[config.mk]
export PLATFORM = sky130hd
export DESIGN_NAME = tcb_div
export DESIGN_NICKNAME = d
export VERILOG_FILES = /design/src/rtl/tcb_pkg.sv /design/src/rtl/tcb_div.sv
export SDC_FILE = /design/constraint.sdc
export NUM_CORES = 2
export LEC_CHECK = 0
export BUFFER_PORTS_ARGS = -buffer_cell sky130_fd_sc_hd__clkbuf_2
export CELL_PAD_IN_SITES_DETAIL_PLACEMENT = 1
export CELL_PAD_IN_SITES_GLOBAL_PLACEMENT = 1
export CORE_MARGIN = 10
export CORE_UTILIZATION = 45
export DETAILED_ROUTE_END_ITERATION = 6
export GPL_ROUTABILITY_DRIVEN = 1
export PLACE_DENSITY_LB_ADDON = 0.2
export SLEW_MARGIN = 20
export SYNTH_ARGS = -nofsm -noshare
export SYNTH_HDL_FRONTEND = slang
export SYNTH_SLANG_ARGS = --single-unit
export TNS_END_PERCENT = 5
[constraint.sdc]
create_clock -name i_clk -period 3.6 [get_ports i_clk]
set_clock_uncertainty 0.05 [all_clocks]
set_input_delay 0.72 -clock i_clk [delete_from_list [all_inputs] [get_ports i_clk]]
set_output_delay 0.72 -clock i_clk [all_outputs]
set_load 0.1 [all_outputs]
[src/rtl/tcb_pkg.sv]
// ----------------------------------------------------------------------------
// tcb_pkg
// Shared widths, register indexes and types for the barycentric triangle block.
// ----------------------------------------------------------------------------
`default_nettype none

package tcb_pkg;

    localparam int COORD_BITS       = 16;
    localparam int ATTR_BITS        = 16;
    localparam int WEIGHT_FRAC_BITS = 16;
    localparam int WEIGHT_BITS      = WEIGHT_FRAC_BITS + 4;
    localparam int DIFF_BITS        = COORD_BITS + 1;
    localparam int EDGE_BITS        = 2 * DIFF_BITS + 1;
    localparam int MAG_BITS         = EDGE_BITS - 1;
    localparam int QBITS            = WEIGHT_FRAC_BITS + 4;
    localparam int DIV_STEPS        = QBITS;
    localparam int ADDR_BITS        = 3;
    localparam int SUM_BITS         = WEIGHT_BITS + ATTR_BITS + 2;

    localparam logic [ADDR_BITS-1:0] REG_AX = 3'd0;
    localparam logic [ADDR_BITS-1:0] REG_AY = 3'd1;
    localparam logic [ADDR_BITS-1:0] REG_BX = 3'd2;
    localparam logic [ADDR_BITS-1:0] REG_BY = 3'd3;
    localparam logic [ADDR_BITS-1:0] REG_CX = 3'd4;
    localparam logic [ADDR_BITS-1:0] REG_CY = 3'd5;

    typedef struct packed {
        logic                         covered;
        logic                         degen;
        logic signed [ATTR_BITS-1:0]  attr_a;
        logic signed [ATTR_BITS-1:0]  attr_b;
        logic signed [ATTR_BITS-1:0]  attr_c;
    } t_side;

endpackage

`default_nettype wire

[src/rtl/tcb_div.sv]
// ----------------------------------------------------------------------------
// tcb_div
// Pipelined restoring divider: one quotient bit per stage, rounds half away
// from zero and saturates to signed Q3.F.
// ----------------------------------------------------------------------------
`default_nettype none

module tcb_div
    import tcb_pkg::*;
(
    input  wire                           i_clk,
    input  wire                           i_rst_n,
    input  wire                           i_en,
    input  wire  [MAG_BITS-1:0]           i_num,
    input  wire  [MAG_BITS-1:0]           i_den,
    input  wire                           i_neg,
    output logic signed [WEIGHT_BITS-1:0] o_q
);

    localparam int RW        = MAG_BITS + 1;
    localparam int CW        = MAG_BITS + 3;
    localparam int INT_STEPS = 3;

    logic [RW-1:0]       r_rem  [DIV_STEPS+1];
    logic [MAG_BITS-1:0] r_den  [DIV_STEPS+1];
    logic [QBITS-1:0]    r_q    [DIV_STEPS+1];
    logic                r_neg  [DIV_STEPS+1];
    logic                r_bigs [DIV_STEPS+1];

    // Flag quotients of 8 or more up front; the rest fits three integer bits.
    always_ff @(posedge i_clk) begin
        if (i_en) begin
            r_rem[0]  <= {1'b0, i_num};
            r_den[0]  <= i_den;
            r_q[0]    <= '0;
            r_neg[0]  <= i_neg;
            r_bigs[0] <= {3'b000, i_num} >= {i_den, 3'b000};
        end
    end

    genvar g;
    generate
        for (g = 0; g < DIV_STEPS; g++) begin : g_step
            logic [CW-1:0] w_rem;
            logic [CW-1:0] w_den;
            logic          w_ge;
            if (g < INT_STEPS) begin : g_int
                assign w_rem = CW'(r_rem[g]);
                assign w_den = CW'(r_den[g]) << (INT_STEPS - 1 - g);
            end else begin : g_frac
                assign w_rem = CW'(r_rem[g]) << 1;
                assign w_den = CW'(r_den[g]);
            end
            assign w_ge = w_rem >= w_den;
            always_ff @(posedge i_clk) begin
                if (i_en) begin
                    r_rem[g+1]  <= w_ge ? RW'(w_rem - w_den) : RW'(w_rem);
                    r_q[g+1]    <= {r_q[g][QBITS-2:0], w_ge};
                    r_den[g+1]  <= r_den[g];
                    r_neg[g+1]  <= r_neg[g];
                    r_bigs[g+1] <= r_bigs[g];
                end
            end
        end
    endgenerate

    logic [QBITS:0]   w_rnd;
    logic [QBITS-1:0] w_m;
    logic [QBITS-1:0] w_lim;
    always_comb begin
        w_lim = QBITS'(1) << (WEIGHT_FRAC_BITS + 3);
        w_rnd = ({1'b0, r_q[DIV_STEPS]} + (QBITS+1)'(1)) >> 1;
        w_m   = w_rnd[QBITS-1:0];
        if (r_bigs[DIV_STEPS] || w_m >= w_lim) begin
            o_q = r_neg[DIV_STEPS] ? -WEIGHT_BITS'(w_lim) : WEIGHT_BITS'(w_lim - QBITS'(1));
        end else begin
            o_q = r_neg[DIV_STEPS] ? -WEIGHT_BITS'(w_m) : WEIGHT_BITS'(w_m);
        end
    end

    logic unused_rst;
    assign unused_rst = i_rst_n;

endmodule

`default_nettype wire
==> flow_summary.yaml <==
run_status:
  status: "finished with violations"
  violations: "negative setup slack"
place:
  dp_slack_ps: -659
  dp_hpwl_um: 216000
  gp_congestion: 0.982
  place_inst: 12305
  portBuffers: 90
  placed_area_mm2: 0.107
synthesis:
  synth_top_cell_by_area: "edfxtp_1"
  synth-edff-count: 1631
  mappedNetlistArea_mm2: 0.0932
  ys_seq_elements: 1631
  ys.flop_type: "edfxtp_1"
  yosys-top-cells-area: "edfxtp_1 (53%), ha_1 (9.5%), a21oi_1 (3.9%), inv_1 (3.6%), a21o_1 (3.4%)"
  synth_most_common_cell: "edfxtp_1"
  synthCells: 8486
  ys_seq_area_frac: 0.525
  syn_area_per_cell_um2: 11.0
  synth_top_cells_by_count: "edfxtp_1 (1631), inv_1 (892), a21oi_1 (728), ha_1 (710), nand2_1 (633)"
  yosysUniqueCellTypes: 92
  yosysWarnings: 0
  mappedNetlistNets: 9287
  async_reset_ff_frac: 0
  synth_top_area_frac: 0.525
floorplanning:
  ios: 92
  die_area_mm2: 0.226
  initial_core_util: 0.451
  row_count: 167
  core_mm2: 0.207
  die_w_um: 475
  die_y_um: 475
setup_path:
  cp_common_cell: "buf_4"
  r2r-end: "r_rem[0][47]$_DFFE_PP_"
  reg2reg_from: "r_den[0][0]$_DFFE_PP_"
  arrival_ps: 3640
  worstSetupStartpoint: "r_q[2][80]$_DFFE_PP_"
  rr_worst_depth: 16
  reg2reg_slack_ps: -320
  critical_path_class: "flip-flop to output port"
  path_max_fanout: 5
  critical_path.endpoint_type: "output port"
  path_cells: "ha_4, nand4_1, buf_6, a21oi_1, or2_1, mux2_4, buf_4, o41ai_4, buf_4, a311oi_2, a41oi_2, o22ai_4, buf_12"
  cp_slowest_cell: "edfxtp_1"
  max_stage_delay_ps: 460
  cp_data_required_time_ps: 2830
  worstSetupStartpointType: "flip-flop"
timing:
  hold_ws_ps: 259
  fmax_mhz: 227
  hold_viol: 0
  finalCriticalPeriod_ps: 4410
  setup-violations-final: 188
  fin_crit_sh: 1.23
  worst_pin_slew_ps: 915
  fin_ws_ps: -814
  slew_headroom: 0.390
  slew_violations: 0
  rsz0062_at_grt: "yes"
layout:
  fillerInstances: 21584
  syn_to_final_growth_pct: 25.5
  fin_area_mm2: 0.117
  layout.nets: 10718
  drive_gt1_frac: 0.226
  final-seq-area_mm2: 0.0490
  post-route-util: 0.566
  fin_cells: 12799
  multi_input_area_mm2: 0.0425
clocking:
  cts_root_buf: "clkbuf_16"
  tritoncts: "built"
  htree_levels: 4
  numCtsBuffers: 187
  clk_latency_ps: 860
  clk_path_buf_depth: 3
  clkTransAtPathRegs_ps: 60
  cts.sinks: 1631
run:
  drv_cap: 0
worst_hold_path:
  hold_path_end: "r_den[0][31]$_DFFE_PP_"
  hold_path.class: "input port to flip-flop"
  hp-start: "i_en"
  hold_depth: 1
pwr:
  cellPowerDensity_mw_per_mm2: 868
  p_leak_nw: 49.8
  p_int_mw: 63.0
  p_switching_mw: 38.5
  pwr-share-comb: 0.500
  p_clk_frac: 0.196
  seqPwrFrac: 0.304
  worst_ir_drop_vdd_v: 0.000554
  swShare: 0.379
routing:
  vias: 70160
  wl_um: 278000
  drc: 0
  drtAntennaViolNets: 0
  first_iter_violations: 2901
  viasPerCell: 5.48
  detail_route.wl_per_cell_um: 21.8
  dr.pass1.iters: 5
grt:
  grt_pass1_wl_um: 427000
  groute.usage.overall: 0.242
  grt_max_degree: 89
  overflow: 0
  antenna_found_initial: 6
  grt_pass1_vias: 78938
[power by group through the flow]
stage	clock (mW)	sequential, mW	combinational (mW)
global route	21.1	31.3	55.5
global placement	0	30.9	46.0
CTS	20.3	30.8	49.9
floorplan	0	29.7	29.7
finish	19.9	30.8	50.8
detailed placement	0	31.1	47.8
[critical path, delay by kind of cell (launching register included)]
kind,cells,cell delay [ps]
fa+ha+maj,1,230
buf+inv,4,680
flops,1,460
simple gates,2,380
compound gates,5,750
mux,1,290
[sequential cells by signal, summed over array words and instances (netlist names)]
| signal | count |
|---|---|
| r_neg | 21 |
| r_rem | 699 |
| r_den | 680 |
| r_q | 210 |
| r_bigs | 21 |
[cells by family (layout without fill, tap and decap cells)]
family                   after synthesis  in the layout  synth area share
AO/OA/AOI/OAI                       2379           2379             0.158
AND/OR/NAND/NOR                     1861           1861            0.0944
flip-flops                          1631           1631             0.525
buffers and inverters               1114           2705            0.0454
adder cells (fa/ha/maj)              729            729            0.0994
XOR/XNOR                             597            597            0.0561
multiplexers                         175            175            0.0210
other                                  0             18                 0
[through the flow]
step                TNS, ps  total power [mW]
finish               -31830               102
global placement     -98540              76.8
global route         -66020               108
detailed placement  -145970              78.8
floorplan             -2940              59.5
CTS                  -49890               101
[placed cells by master, fill, tap and decap left out, drive strengths merged, types with 284 or more instances in the layout]
cell and count:
inv 897, nand2 633, a21o 428, ha 710, buf 1322, o21ai 615
edfxtp 1631, clkbuf 284, nor2 456, xnor2 365, a21oi 729
[final cells by class]
type / instances / share of cell area
timing repair buffer: 1461 / 0.105
inverter: 895 / 0.0287
clock buffer: 214 / 0.0409
multi-input combinational: 5741 / 0.363
sequential: 1631 / 0.419
tap: 2704 / 0.0289
clock inverter: 135 / 0.0144
antenna: 18 / 0.000385
[timing repair]
| action | 4_1_cts | 5_1_grt |
|---|---|---|
| hold buffers | 69 | 0 |
| endpoints found under the setup margin | 601 | 581 |
| buffers inserted | 42 | 11 |
| pin swaps | 81 | 74 |
| endpoints found under the hold margin | 69 | 0 |
| gates cloned | 5 | 1 |
| gates resized for setup | 347 | 247 |
[how the worst max path moves through the flow]
stage / cells after the start / slack, ps / endpoint
after global routing: 13 / -1040 / o_q[18]
after detailed placement: 15 / -660 / r_rem[0][39]$_DFFE_PP_
after global placement: 15 / -610 / r_rem[4][52]$_DFFE_PP_
after floorplan: 11 / -200 / o_q[11]
after CTS: 12 / -870 / o_q[16]
final: 13 / -810 / o_q[16]
[per-layer routing]
layer	up-vias	wire length (µm)	global-route usage	share of wire
met3	811	5360	0.0246	0.019
met2	1133	161000	0.507	0.58
met5	-	0	0	0
met1	34360	86700	0.199	0.31
li1	33856	-	-	-
met4	0	25900	0.187	0.093
Note: power is estimated with default switching activity, not from simulation.
